[src/hw/rtl/stlp_pkg.sv]
// Shared types and constants of the string to long parser.
// Base codes, character codes, and the command and status structs that join
// the controller and the datapath. No dependencies.
`default_nettype none

package stlp_pkg;

  localparam int unsigned CHAR_W   = 8;
  localparam int unsigned VALUE_W  = 64;
  localparam int unsigned COUNT_W  = 12;
  localparam int unsigned DIGIT_W  = 4;

  typedef logic [CHAR_W-1:0]         char_t;
  typedef logic signed [VALUE_W-1:0] value_t;
  typedef logic [COUNT_W-1:0]        count_t;
  typedef logic [DIGIT_W-1:0]        digit_t;

  // Number base codes, as written to the base select register.
  typedef enum logic [1:0] {
    BASE_AUTO = 2'd0,
    BASE_OCT  = 2'd1,
    BASE_DEC  = 2'd2,
    BASE_HEX  = 2'd3
  } base_e;

  localparam base_e BASE_RESET = BASE_DEC;

  localparam char_t CH_SPACE = 8'h20;
  localparam char_t CH_TAB   = 8'h09;
  localparam char_t CH_CR    = 8'h0D;
  localparam char_t CH_PLUS  = 8'h2B;
  localparam char_t CH_MINUS = 8'h2D;
  localparam char_t CH_0     = 8'h30;
  localparam char_t CH_9     = 8'h39;
  localparam char_t CH_A_UP  = 8'h41;
  localparam char_t CH_F_UP  = 8'h46;
  localparam char_t CH_X_UP  = 8'h58;
  localparam char_t CH_A_LO  = 8'h61;
  localparam char_t CH_F_LO  = 8'h66;
  localparam char_t CH_X_LO  = 8'h78;

  // Largest octal and decimal digit value plus one.
  localparam digit_t OCT_LIMIT = 4'd8;
  localparam digit_t DEC_LIMIT = 4'd10;
  localparam digit_t HEX_LETTER_OFFSET = 4'd9;

  // Controller to datapath, one step per accepted byte.
  typedef struct packed {
    logic  restart;   // clear number state before this byte
    logic  accum;     // fold the digit into the magnitude
    logic  mark;      // record the count up to this byte
    logic  pos_adv;   // advance the byte position
    logic  emit;      // load the result register
    logic  neg;       // sign of the number being emitted
    base_e radix;     // base used for folding the digit
  } stlp_cmd_t;

  // Datapath to controller: class of the current byte.
  typedef struct packed {
    logic   blank;
    logic   minus;
    logic   plus;
    logic   zero;
    logic   ex;
    logic   hexdig;
    digit_t digit;
  } stlp_stat_t;

endpackage

`default_nettype wire

[src/hw/rtl/stlp_if.sv]
// Valid/ready channel interfaces of the string to long parser:
// one for incoming bytes and one for parse results. Depends on stlp_pkg.
`default_nettype none

interface stlp_in_if;
  logic               valid;
  logic               ready;
  stlp_pkg::char_t    char_byte;
  logic               string_start;

  modport source (output valid, output char_byte, output string_start, input ready);
  modport sink   (input valid, input char_byte, input string_start, output ready);
endinterface

interface stlp_out_if;
  logic               valid;
  logic               ready;
  stlp_pkg::value_t   parsed_value;
  stlp_pkg::count_t   consumed_count;
  logic               overflowed;

  modport source (output valid, output parsed_value, output consumed_count,
                  output overflowed, input ready);
  modport sink   (input valid, input parsed_value, input consumed_count,
                  input overflowed, output ready);
endinterface

`default_nettype wire

[src/hw/rtl/string_to_long_parser.sv]
// Top level of the string to long parser: controller and datapath joined by
// command and status structs. Depends on stlp_pkg, stlp_if, stlp_ctrl and
// stlp_dpath.
//
//   channel   | dir | handshake   | payload
//   ----------+-----+-------------+---------------------------------------------
//   char_i    | in  | valid/ready | char_byte[7:0], string_start
//   result_o  | out | valid/ready | parsed_value[63:0] signed, consumed_count[11:0],
//             |     |             | overflowed
//   cfg       | in  | cfg_we_i    | cfg_wdata_i[1:0] base select
//
// Unless stalled, one byte is taken each cycle; the digit fold (shift, add,
// overflow check) completes in that same cycle through one multiply-by-base adder.
// A result appears on result_o the cycle after the byte that ends the number.
// A held result stalls char_i only when it is not taken in that cycle; the
// output register lets the next byte transfer while the result is taken.
// Reset puts the parser idle with decimal base; no clearing pass is needed.
`default_nettype none

module string_to_long_parser #(
  parameter int unsigned VALUE_BITS    = 64,
  parameter int unsigned POSITION_BITS = 12
) (
  input  logic        clk_i,
  input  logic        rst_ni,
  input  logic        cfg_we_i,
  input  logic [1:0]  cfg_wdata_i,
  stlp_in_if.sink     char_i,
  stlp_out_if.source  result_o
);
  import stlp_pkg::*;

  localparam logic [VALUE_W-1:0] SAT_MAX =
    VALUE_W'((65'(1) << (VALUE_BITS - 1)) - 65'(1));
  localparam logic [VALUE_W-1:0] SAT_MIN = ~SAT_MAX;

  stlp_cmd_t  cmd;
  stlp_stat_t stat;

  // Sequencing: phase, base, sign, handshakes.
  stlp_ctrl u_ctrl (
    .clk_i          (clk_i),
    .rst_ni         (rst_ni),
    .cfg_we_i       (cfg_we_i),
    .cfg_wdata_i    (cfg_wdata_i),
    .in_valid_i     (char_i.valid),
    .string_start_i (char_i.string_start),
    .in_ready_o     (char_i.ready),
    .out_valid_o    (result_o.valid),
    .out_ready_i    (result_o.ready),
    .stat_i         (stat),
    .cmd_o          (cmd)
  );

  // Arithmetic, counters and the result register.
  stlp_dpath #(
    .VALUE_BITS    (VALUE_BITS),
    .POSITION_BITS (POSITION_BITS)
  ) u_dpath (
    .clk_i   (clk_i),
    .rst_ni  (rst_ni),
    .char_i  (char_i.char_byte),
    .cmd_i   (cmd),
    .stat_o  (stat),
    .value_o (result_o.parsed_value),
    .count_o (result_o.consumed_count),
    .ovf_o   (result_o.overflowed)
  );

  // A new result only follows a byte transfer.
  a_result_follows_byte : assert property (@(posedge clk_i) disable iff (!rst_ni)
    $rose(result_o.valid) |-> $past(char_i.valid && char_i.ready))
    else $error("result raised without a byte transfer");

  // An overflowed result carries a saturated value.
  a_overflow_saturates : assert property (@(posedge clk_i) disable iff (!rst_ni)
    (result_o.valid && result_o.overflowed) |->
      (result_o.parsed_value == SAT_MAX || result_o.parsed_value == SAT_MIN))
    else $error("overflow without saturated value");

  // A nonzero value needs at least one digit counted.
  a_value_has_digits : assert property (@(posedge clk_i) disable iff (!rst_ni)
    (POSITION_BITS <= COUNT_W && result_o.valid && result_o.parsed_value != '0) |->
      (result_o.consumed_count != '0))
    else $error("nonzero value with zero count");

endmodule

`default_nettype wire

[src/hw/rtl/stlp_dpath.sv]
// Datapath of the string to long parser: byte classification, magnitude
// accumulator with overflow detection, position counters, result register.
// Depends on stlp_pkg.
`default_nettype none

module stlp_dpath #(
  parameter int unsigned VALUE_BITS    = 64,
  parameter int unsigned POSITION_BITS = 12
) (
  input  logic                 clk_i,
  input  logic                 rst_ni,
  input  stlp_pkg::char_t      char_i,
  input  stlp_pkg::stlp_cmd_t  cmd_i,
  output stlp_pkg::stlp_stat_t stat_o,
  output stlp_pkg::value_t     value_o,
  output stlp_pkg::count_t     count_o,
  output logic                 ovf_o
);
  import stlp_pkg::*;

  localparam int unsigned MAG_W  = VALUE_BITS - 1;
  localparam int unsigned PROD_W = MAG_W + 4;

  logic [MAG_W-1:0]         acc_q, acc_d, acc_cur;
  logic [POSITION_BITS-1:0] pos_q, pos_d, pos_cur, pos_inc;
  logic [POSITION_BITS-1:0] mark_q, mark_d, mark_cur;
  logic                     ovf_q, ovf_d, ovf_cur;
  logic [PROD_W-1:0]        acc_ext, shifted, sum;
  logic                     ovf_now;
  logic [VALUE_BITS-1:0]    mag, val;
  value_t                   res_value_q;
  count_t                   res_count_q;
  logic                     res_ovf_q;

  // Byte classification.
  always_comb begin
    stat_o        = '0;
    stat_o.blank  = (char_i == CH_SPACE) || ((char_i >= CH_TAB) && (char_i <= CH_CR));
    stat_o.minus  = (char_i == CH_MINUS);
    stat_o.plus   = (char_i == CH_PLUS);
    stat_o.zero   = (char_i == CH_0);
    stat_o.ex     = (char_i == CH_X_LO) || (char_i == CH_X_UP);
    if ((char_i >= CH_0) && (char_i <= CH_9)) begin
      stat_o.hexdig = 1'b1;
      stat_o.digit  = char_i[DIGIT_W-1:0];
    end else if (((char_i >= CH_A_LO) && (char_i <= CH_F_LO)) ||
                 ((char_i >= CH_A_UP) && (char_i <= CH_F_UP))) begin
      stat_o.hexdig = 1'b1;
      stat_o.digit  = DIGIT_W'(char_i[DIGIT_W-1:0] + HEX_LETTER_OFFSET);
    end
  end

  assign acc_cur  = cmd_i.restart ? '0 : acc_q;
  assign pos_cur  = cmd_i.restart ? '0 : pos_q;
  assign mark_cur = cmd_i.restart ? '0 : mark_q;
  assign ovf_cur  = cmd_i.restart ? 1'b0 : ovf_q;

  assign pos_inc = (pos_cur == {POSITION_BITS{1'b1}}) ? pos_cur : pos_cur + 1'b1;

  // Multiply by the base as shifts (plus one add for decimal); the bits above the
  // magnitude width flag overflow.
  assign acc_ext = PROD_W'(acc_cur);
  always_comb begin
    case (cmd_i.radix)
      BASE_HEX: shifted = acc_ext << 4;
      BASE_OCT: shifted = acc_ext << 3;
      default:  shifted = (acc_ext << 3) + (acc_ext << 1);
    endcase
  end
  assign sum     = shifted + PROD_W'(stat_o.digit);
  assign ovf_now = |sum[PROD_W-1:MAG_W];

  always_comb begin
    acc_d  = acc_cur;
    ovf_d  = ovf_cur;
    if (cmd_i.accum && !ovf_cur) begin
      if (ovf_now) begin
        ovf_d = 1'b1;
        acc_d = {MAG_W{1'b1}};
      end else begin
        acc_d = sum[MAG_W-1:0];
      end
    end
    mark_d = cmd_i.mark ? pos_inc : mark_cur;
    pos_d  = cmd_i.pos_adv ? pos_inc : pos_cur;
  end

  // Signed result at the configured width, saturated on overflow.
  assign mag = {1'b0, acc_cur};
  always_comb begin
    if (ovf_cur) begin
      val = cmd_i.neg ? {1'b1, {MAG_W{1'b0}}} : {1'b0, {MAG_W{1'b1}}};
    end else begin
      val = cmd_i.neg ? -mag : mag;
    end
  end

  always_ff @(posedge clk_i or negedge rst_ni) begin
    if (!rst_ni) begin
      acc_q  <= '0;
      pos_q  <= '0;
      mark_q <= '0;
      ovf_q  <= 1'b0;
    end else begin
      acc_q  <= acc_d;
      pos_q  <= pos_d;
      mark_q <= mark_d;
      ovf_q  <= ovf_d;
    end
  end

  always_ff @(posedge clk_i) begin
    if (cmd_i.emit) begin
      res_value_q <= VALUE_W'($signed(val));
      res_count_q <= COUNT_W'(mark_cur);
      res_ovf_q   <= ovf_cur;
    end
  end

  assign value_o = res_value_q;
  assign count_o = res_count_q;
  assign ovf_o   = res_ovf_q;

endmodule

`default_nettype wire

[src/hw/rtl/stlp_ctrl.sv]
// Controller of the string to long parser: parse phase machine, effective
// base, sign, base select register and the channel handshakes.
// Depends on stlp_pkg.
`default_nettype none

module stlp_ctrl (
  input  logic                 clk_i,
  input  logic                 rst_ni,
  input  logic                 cfg_we_i,
  input  logic [1:0]           cfg_wdata_i,
  input  logic                 in_valid_i,
  input  logic                 string_start_i,
  output logic                 in_ready_o,
  output logic                 out_valid_o,
  input  logic                 out_ready_i,
  input  stlp_pkg::stlp_stat_t stat_i,
  output stlp_pkg::stlp_cmd_t  cmd_o
);
  import stlp_pkg::*;

  typedef enum logic [2:0] {
    PH_IDLE   = 3'd0,
    PH_LEAD   = 3'd1,
    PH_SIGNED = 3'd2,
    PH_ZERO   = 3'd3,
    PH_PREFIX = 3'd4,
    PH_DIGITS = 3'd5
  } phase_e;

  phase_e    phase_q, phase_d, phase_cur;
  base_e     base_q, base_d, base_cur, base_sel_q;
  logic      neg_q, neg_d, neg_cur;
  logic      out_valid_q;
  logic      fire, first, take, digit_ok;
  stlp_cmd_t cmd;

  assign in_ready_o  = !out_valid_q || out_ready_i;
  assign fire        = in_valid_i && in_ready_o;
  assign out_valid_o = out_valid_q;

  assign phase_cur = string_start_i ? PH_LEAD : phase_q;
  assign base_cur  = string_start_i ? base_sel_q : base_q;
  assign neg_cur   = string_start_i ? 1'b0 : neg_q;

  always_comb begin
    phase_d   = phase_cur;
    base_d    = base_cur;
    neg_d     = neg_cur;
    first     = 1'b0;
    take      = 1'b0;
    digit_ok  = 1'b0;
    cmd       = '0;
    cmd.restart = string_start_i;
    cmd.neg   = neg_cur;
    cmd.radix = base_cur;

    unique case (phase_cur)
      PH_IDLE: ;
      PH_LEAD: begin
        if (stat_i.blank) begin
        end else if (stat_i.minus) begin
          neg_d   = 1'b1;
          phase_d = PH_SIGNED;
        end else if (stat_i.plus) begin
          phase_d = PH_SIGNED;
        end else begin
          first = 1'b1;
        end
      end
      PH_SIGNED: first = 1'b1;
      PH_ZERO: begin
        if (stat_i.ex) begin
          base_d  = BASE_HEX;
          phase_d = PH_PREFIX;
        end else begin
          if (base_cur == BASE_AUTO) base_d = BASE_OCT;
          take = 1'b1;
        end
      end
      PH_PREFIX, PH_DIGITS: take = 1'b1;
      default: phase_d = PH_IDLE;
    endcase

    // A leading zero may open a prefix in automatic or hex base.
    if (first) begin
      if (stat_i.zero && (base_cur == BASE_AUTO || base_cur == BASE_HEX)) begin
        cmd.mark = 1'b1;
        phase_d  = PH_ZERO;
      end else begin
        if (base_cur == BASE_AUTO) base_d = BASE_DEC;
        take = 1'b1;
      end
    end

    // Take a digit below the base, or end the number.
    if (take) begin
      cmd.radix = base_d;
      unique case (base_d)
        BASE_HEX: digit_ok = stat_i.hexdig;
        BASE_OCT: digit_ok = stat_i.hexdig && (stat_i.digit < OCT_LIMIT);
        default:  digit_ok = stat_i.hexdig && (stat_i.digit < DEC_LIMIT);
      endcase
      if (digit_ok) begin
        cmd.accum = 1'b1;
        cmd.mark  = 1'b1;
        phase_d   = PH_DIGITS;
      end else begin
        cmd.emit = 1'b1;
        phase_d  = PH_IDLE;
      end
    end

    cmd.pos_adv = (phase_d != PH_IDLE);
  end

  assign cmd_o = fire ? cmd : '0;

  always_ff @(posedge clk_i or negedge rst_ni) begin
    if (!rst_ni) begin
      phase_q     <= PH_IDLE;
      base_q      <= BASE_RESET;
      neg_q       <= 1'b0;
      base_sel_q  <= BASE_RESET;
      out_valid_q <= 1'b0;
    end else begin
      if (cfg_we_i) base_sel_q <= base_e'(cfg_wdata_i);
      if (fire) begin
        phase_q <= phase_d;
        base_q  <= base_d;
        neg_q   <= neg_d;
      end
      if (fire && cmd.emit) begin
        out_valid_q <= 1'b1;
      end else if (out_ready_i) begin
        out_valid_q <= 1'b0;
      end
    end
  end

endmodule

`default_nettype wire
[src/flat_wrapper.sv]
// flat-port wrapper written by rule: the top's interface ports become plain ports
module string_to_long_parser_flat import stlp_pkg::*;
#(
  parameter int unsigned VALUE_BITS    = 64,
  parameter int unsigned POSITION_BITS = 12
)
  (clk_i, rst_ni, cfg_we_i, cfg_wdata_i, char_i_valid, char_i_char_byte, char_i_string_start, char_i_ready, result_o_valid, result_o_parsed_value, result_o_consumed_count, result_o_overflowed, result_o_ready);
  stlp_in_if char_i_i ();
  stlp_out_if result_o_i ();
  input  logic clk_i;
  input  logic rst_ni;
  input  logic cfg_we_i;
  input  logic [1:0] cfg_wdata_i;
  input wire logic [$bits(char_i_i.valid)-1:0] char_i_valid;
  input wire logic [$bits(char_i_i.char_byte)-1:0] char_i_char_byte;
  input wire logic [$bits(char_i_i.string_start)-1:0] char_i_string_start;
  output wire logic [$bits(char_i_i.ready)-1:0] char_i_ready;
  output wire logic [$bits(result_o_i.valid)-1:0] result_o_valid;
  output wire logic [$bits(result_o_i.parsed_value)-1:0] result_o_parsed_value;
  output wire logic [$bits(result_o_i.consumed_count)-1:0] result_o_consumed_count;
  output wire logic [$bits(result_o_i.overflowed)-1:0] result_o_overflowed;
  input wire logic [$bits(result_o_i.ready)-1:0] result_o_ready;
  assign char_i_i.valid = char_i_valid;
  assign char_i_i.char_byte = char_i_char_byte;
  assign char_i_i.string_start = char_i_string_start;
  assign char_i_ready = char_i_i.ready;
  assign result_o_valid = result_o_i.valid;
  assign result_o_parsed_value = result_o_i.parsed_value;
  assign result_o_consumed_count = result_o_i.consumed_count;
  assign result_o_overflowed = result_o_i.overflowed;
  assign result_o_i.ready = result_o_ready;
  string_to_long_parser #(.VALUE_BITS(VALUE_BITS), .POSITION_BITS(POSITION_BITS)) u_core (.clk_i(clk_i), .rst_ni(rst_ni), .cfg_we_i(cfg_we_i), .cfg_wdata_i(cfg_wdata_i), .char_i(char_i_i), .result_o(result_o_i));
endmodule
[config.mk]
export PLATFORM = sky130hd
export DESIGN_NAME = string_to_long_parser_flat
export DESIGN_NICKNAME = d
export VERILOG_FILES = /design/src/hw/rtl/stlp_pkg.sv /design/src/hw/rtl/stlp_if.sv /design/src/hw/rtl/string_to_long_parser.sv /design/src/hw/rtl/stlp_dpath.sv /design/src/hw/rtl/stlp_ctrl.sv /design/src/flat_wrapper.sv
export SDC_FILE = /design/constraint.sdc
export NUM_CORES = 1
export LEC_CHECK = 0
export ABC_CLOCK_PERIOD_IN_PS = 18350
export BUFFER_PORTS_ARGS = -buffer_cell sky130_fd_sc_hd__buf_2
export CORE_ASPECT_RATIO = 1.2
export CORE_MARGIN = 8
export CORE_UTILIZATION = 49
export CTS_CLUSTER_SIZE = 16
export DETAILED_ROUTE_END_ITERATION = 6
export GPL_TIMING_DRIVEN = 0
export PLACE_DENSITY = 0.66
export SLEW_MARGIN = 20
export SYNTH_ARGS = -nofsm -noshare
export SYNTH_HDL_FRONTEND = slang
export SYNTH_HIERARCHICAL = 1
export SYNTH_SLANG_ARGS = --single-unit
export TNS_END_PERCENT = 30
[constraint.sdc]
create_clock -name clk_i -period 18.35 [get_ports clk_i]
set_input_delay 1.835 -clock clk_i [delete_from_list [all_inputs] [get_ports clk_i]]
set_output_delay 1.835 -clock clk_i [all_outputs]
set_load 0.05 [all_outputs]
# Yosys cells after proc, flatten, opt, wreduce, memory -nomap -nowiden
# Index checks and enable logic that the tools add are counted.
classes:
  addsub: 5
  magnitude_cmp: 10
  eq_ne: 17
  muxes: 58
  reduce_logical: 24
ops:
  columns: ["operator", "n"]
  rows:
  - ["64-bit 2-to-1 mux", 3]
  - ["63-bit 2-to-1 mux", 3]
  - ["67-bit one-hot mux with 2 select lines", 1]
  - ["66-bit by 64-bit adder with 67-bit output", 1]
  - ["67-bit by 4-bit adder with 67-bit output", 1]
  - ["63-bit negation with 64-bit output", 1]
  - ["12-bit 2-to-1 mux", 5]
  - ["8-bit by 6-bit == test with 1-bit output (second input constant)", 4]
  - ["3-bit 2-to-1 mux", 9]
  - ["1-bit 2-to-1 mux", 20]
  - ["2-bit 2-to-1 mux", 10]
  - ["8-bit by 7-bit == test with 1-bit output (second input constant)", 2]
  - ["8-bit by 7-bit >= comparator with 1-bit output (second input constant)", 2]
  - ["8-bit by 7-bit <= comparator with 1-bit output (second input constant)", 2]
  - ["12-bit by 1-bit adder with 12-bit output (second input constant)", 1]
  - ["12-bit == test (second input constant)", 1]
  - ["1-bit logical AND", 10]
  - ["5-bit 2-to-1 mux", 2]
  - ["3-bit one-hot mux with 3 select lines", 1]
  - ["8-bit by 4-bit >= comparator with 1-bit output (second input constant)", 1]
  - ["8-bit by 6-bit >= comparator with 1-bit output (second input constant)", 1]
  - ["8-bit by 4-bit <= comparator with 1-bit output (second input constant)", 1]
  - ["8-bit by 6-bit <= comparator with 1-bit output (second input constant)", 1]
  - ["4-bit less-than comparator (second input constant)", 2]
  - ["16 further kinds", 29]
totals:
  ff_bits: 174
  in_bits: 16
  out_inout_bits: 79
  elab_cells: 126

# Logic depth before layout (Yosys ltp)
depth:
  ltp_word: 22
  depth_mapped: 36
  depth_no_buf: 28

# Modules after synthesis
# Netlist, hierarchy kept.
by_module_without_submodules:
  columns: ["mod", "instances", "cells_per_inst", "area_per_inst_um2"]
  rows:
  - ["stlp_dpath", 1, 2362, 18119.9]
  - ["stlp_ctrl", 1, 93, 762.0]

# Worst setup path after synthesis
# OpenSTA, ideal clock, no wires.
synth_timing:
  path_type: "input to register"
  startpoint: "in char_i_char_byte[0]"
  endpoint: "reg u_core.u_dpath.res_count_q[0], in the netlist u_core/u_dpath/count_o[0], enable pin"
  setup_ns: 0.702
  arrival_time_ns: 10.985
  slack_ns: 6.663
  path_stages: 13
  path_buffers: 0
  path_cell_list: "inv_1 -> ha_1 -> nor3b_1 -> nor4_1 -> nand2_1 -> o21ai_0 -> nand2_1 -> o21a_1 -> inv_1 -> o21ai_0 -> a211oi_1 -> a211oi_4 -> nor4_1"
synth_lines:
  columns: ["element", "line_no", "source"]
  rows:
  - ["start, declared", "flat_wrapper.sv:15", "input wire logic [$bits(char_i_i.char_byte)-1:0] char_i_char_byte;"]
  - ["end signal, assigned", "stlp_dpath.sv:115", "res_count_q <= COUNT_W'(mark_cur);"]
  - ["end, declared", "stlp_dpath.sv:32", "count_t res_count_q;"]

==> results.py <==
metrics = {
    "drt": {
        "drtAntennaViolNets": 0,
        "drt_drc_violations_left": 3,
        "drt_first_pass_iters": 7,
        "detail_route.wl_per_cell_um": 25.9,
        "dr_total_vias": 20700,
        "postRouteWirelength_mm": 79.6,
        "first_iter_violations": 2066,
        "vias_per_cell": 6.73,
    },
    "critical_path": {
        "setup.worst_path.start_class": "primary input",
        "path_common_cell": "sky130_fd_sc_hd__clkbuf_1",
        "criticalPathCategory": "primary input to flop",
        "reg_to_reg_endpoint": "u_core/u_dpath/acc_q[48]",
        "timing.critical_path.required_ns": 18.61,
        "worst_r2r_path_depth": 34,
        "crit_slowest_cell": "sky130_fd_sc_hd__xor2_1",
        "worst_r2r_startpoint": "u_core/u_ctrl/out_valid_o",
        "timing.critical_path.arrival_ns": 15.13,
        "critPathMaxFanout": 10,
        "reg2reg_slack_ns": 4.66,
        "setup_crit_end_kind": "flop",
        "cpPeakStageDelay_ns": 0.90,
    },
    "outcome": {
        "status": "finished with violations",
        "violations": "design-rule violations",
    },
    "floorplanning": {
        "design.core.area_um2": 38400,
        "start_util_pct": 49.2,
        "rows": 79,
        "die_x_um": 195,
        "die_area_um2": 45100,
        "pin_count": 95,
        "dieHeight_um": 231,
    },
    "power": {
        "power_switching_mw": 1.24,
        "sw_frac_of_total_pct": 52.6,
        "power-per-cell-area_nw_per_um2": 114,
        "power.share.combinational_pct": 61.1,
        "power.total_mw": 2.36,
        "pwr-share-clk_pct": 16.3,
        "power_report.internal_total_mw": 1.12,
        "p_seq_share_pct": 22.6,
        "p_leak_nw": 7.53,
        "ir_drop_mv": 0.0816,
    },
    "placed_design": {
        "port_buffers": 93,
        "dp_hpwl_mm": 62.5,
        "place_congestion": 1.02,
        "post-place-cells": 3046,
    },
    "global_routing": {
        "grt.total_usage_pct": 34.3,
        "grt_max_degree": 66,
        "grt_pass1_vias": 20100,
        "grt_pass1_wl_mm": 120,
        "grt_antenna_before_repair": 0,
        "grt-ovfl-total": 0,
    },
    "synth": {
        "syn_inst": 2455,
        "fraction_of_synthesized_cell_area_taken_by_the_top_area_cell_type_pct": 12.6,
        "ys_warn_count": 6,
        "synth_nets": 2497,
        "sequential_fraction_of_the_synthesis_area_pct": 25.1,
        "synthFlopType": "sky130_fd_sc_hd__dfrtp_1",
        "syn_area_um2": 18900,
        "edff_count_synth": 77,
        "avgSynthCellArea_um2": 7.69,
        "synth-seq-cells": 174,
        "synth_top_cell_by_area": "sky130_fd_sc_hd__dfrtp_1",
        "number_of_distinct_library_cells_after_synthesis": 109,
        "ys_top_cells_by_area": "sky130_fd_sc_hd__dfrtp_1 (13%), sky130_fd_sc_hd__edfxtp_1 (12%), sky130_fd_sc_hd__nor2_1 (6.2%)",
        "synthArstFlopShare_pct": 55.7,
    },
    "clocking": {
        "post-cts-setup-buffer-count": 0,
        "clock_tree_from_tritoncts": "done",
        "clock_sinks": 174,
        "clock_tree.buffer_depth": 2,
        "cts-hold-fix-buffers": 0,
        "clkTransAtPathRegs_ns": 0.08,
        "clk_root_buffer_cell": "sky130_fd_sc_hd__clkbuf_16",
        "cts-buffers-inserted": 17,
        "clock_insertion_delay_worst_skew_ns": 0.45,
        "cts-resized-gates": 0,
        "htree_depth": 4,
    },
    "min_path": {
        "hold_path.startpoint": "u_core/u_ctrl/base_q[1]",
        "timing.hold.worst.class": "flop to flop",
        "worst_hold_path_cells": 2,
        "worstHoldEndpoint": "u_core/u_ctrl/base_q[1]",
    },
    "timing": {
        "report.final.hold_viol_count": 0,
        "setup_viol": 0,
        "min_period_ns": 14.86,
        "grt_setup_unrepaired": "false",
        "worst-slew-pin-transition_ns": 1.13,
        "final_min_period_over_clock_period_pct": 81.0,
        "worst_hold_slack_ns": 0.508,
        "slew_violations": 0,
        "skew_ns": 0.0135,
        "fmax_mhz": 67.3,
        "timing.slew.headroom_pct": 24.1,
        "finalSetupTns_ns": 0,
    },
    "layout": {
        "final_cell_count_no_fill": 3078,
        "final_common_cell": "sky130_fd_sc_hd__nor2_1",
        "n_antenna_cell": 0,
        "final_core_utilization_pct": 53.9,
        "nets_finish": 2621,
        "flow.area_growth_from_synthesis_pct": 9.56,
        "drive_gt1_share_pct": 13.3,
        "final_cell_mix": "sky130_fd_sc_hd__nor2_1 (313), sky130_fd_sc_hd__nand2_1 (253), sky130_fd_sc_hd__a21oi_1 (208)",
    },
    "run": {
        "max_cap_viol_count": 0,
    },
}
[final cells by class]
class | count | area, um^2
fill | 3788 | 17700
multi-input combinational | 2008 | 12900
sequential | 174 | 4740
buffer | 218 | 1060
tap | 486 | 608
timing repair buffer | 105 | 559
clock buffer | 18 | 429
inverter | 55 | 206
clock inverter | 14 | 201
[registers in the layout (all words and copies together), names as in the netlist]
signal and count:
u_core/u_dpath/count_o 12, u_core/u_dpath/value_o 64, u_core/u_dpath/mark_q 12, u_core/u_ctrl/out_valid_o 1, u_core/u_dpath/ovf_o 1, u_core/u_ctrl/base_q 2, u_core/u_ctrl/base_sel_q 2, u_core/u_dpath/pos_q 12
u_core/u_dpath/acc_q 63, u_core/u_ctrl/neg_q 1, u_core/u_dpath/ovf_q 1, u_core/u_ctrl/phase_q 3
[cells in the mapped netlist, types with 24 or more instances]
cell type and number:
sky130_fd_sc_hd__nor2_1 313, sky130_fd_sc_hd__nand2_1 253, sky130_fd_sc_hd__a21oi_1 208, sky130_fd_sc_hd__o21ai_0 149, sky130_fd_sc_hd__clkbuf_1 136, sky130_fd_sc_hd__nor3_1 100
sky130_fd_sc_hd__dfrtp_1 95, sky130_fd_sc_hd__xnor2_1 84, sky130_fd_sc_hd__edfxtp_1 77, sky130_fd_sc_hd__xor2_1 56, sky130_fd_sc_hd__nand3_1 55, sky130_fd_sc_hd__inv_1 52
sky130_fd_sc_hd__o211ai_1 52, sky130_fd_sc_hd__mux2i_1 50, sky130_fd_sc_hd__nor2b_1 46, sky130_fd_sc_hd__a31oi_1 41, sky130_fd_sc_hd__a41oi_2 41, sky130_fd_sc_hd__buf_2 32
sky130_fd_sc_hd__nand4_1 28, sky130_fd_sc_hd__o22a_1 28, sky130_fd_sc_hd__a21o_1 27, sky130_fd_sc_hd__a211oi_1 26, sky130_fd_sc_hd__ha_1 25, sky130_fd_sc_hd__mux2_2 24
sky130_fd_sc_hd__nor4_1 24
[kinds of logic (layout without fill, tap and decap cells)]
logic type	count (synthesis)	after routing	synth area share [%]
compound gates	782	782	29.6
mux	75	75	4.15
buf+inv	273	410	6.71
fa+ha+maj	27	27	1.82
xor+xnor	144	144	6.84
flops	174	174	25.1
simple gates	980	980	25.8
[critical path: cells and delay by family]
kind | cells | cell delay, ns
AOI/OAI and AO/OA | 8 | 2.60
xor gates and xnor gates | 1 | 0.90
adders and majority gates | 1 | 0.27
buffers and inverters | 18 | 7.19
and+or+nand+nor | 7 | 2.28
[per-layer routing]
| layer | share of wire (%) | track usage (%) | up-vias |
|---|---|---|---|
| li1 | - | - | 9337 |
| met1 | 38 | 39.5 | 9956 |
| met2 | 48 | 58.1 | 1129 |
| met3 | 6.7 | 4.96 | 308 |
| met4 | 7.8 | 24.8 | 0 |
| met5 | 0 | 0 | - |
[stage by stage]
stage                     setup slack [ns]  area (um^2)
after global routing                  3.25        20700
after global placement                3.45        20000
after CTS                             4.09        20700
after floorplan                       6.66        18900
after detailed placement              3.68        20100
final                                 3.49        20700
[how the worst max path moves through the flow]
| stage | from | slack, ns | cells past startpoint | to |
|---|---|---|---|---|
| final | char_i_string_start | 3.49 | 35 | u_core/u_dpath/acc_q[48] |
| after global routing | char_i_string_start | 3.25 | 35 | u_core/u_dpath/acc_q[48] |
| after CTS | char_i_string_start | 4.09 | 35 | u_core/u_dpath/acc_q[48] |
| after detailed placement | char_i_string_start | 3.68 | 35 | u_core/u_dpath/acc_q[48] |
| after global placement | char_i_char_byte[0] | 3.45 | 14 | u_core/u_dpath/value_o[59] |
| after floorplan | char_i_char_byte[0] | 6.66 | 13 | u_core/u_dpath/count_o[0] |
[power groups by stage]
stage               Combinational (mW)  Sequential (mW)  Clock [mW]
floorplan                        0.925            0.622           0
global placement                  1.38            0.548           0
detailed placement                1.40            0.541           0
CTS                               1.41            0.533       0.391
global route                      1.53            0.540       0.405
finish                            1.44            0.535       0.386
No activity file was read; power rests on OpenSTA's default activity.
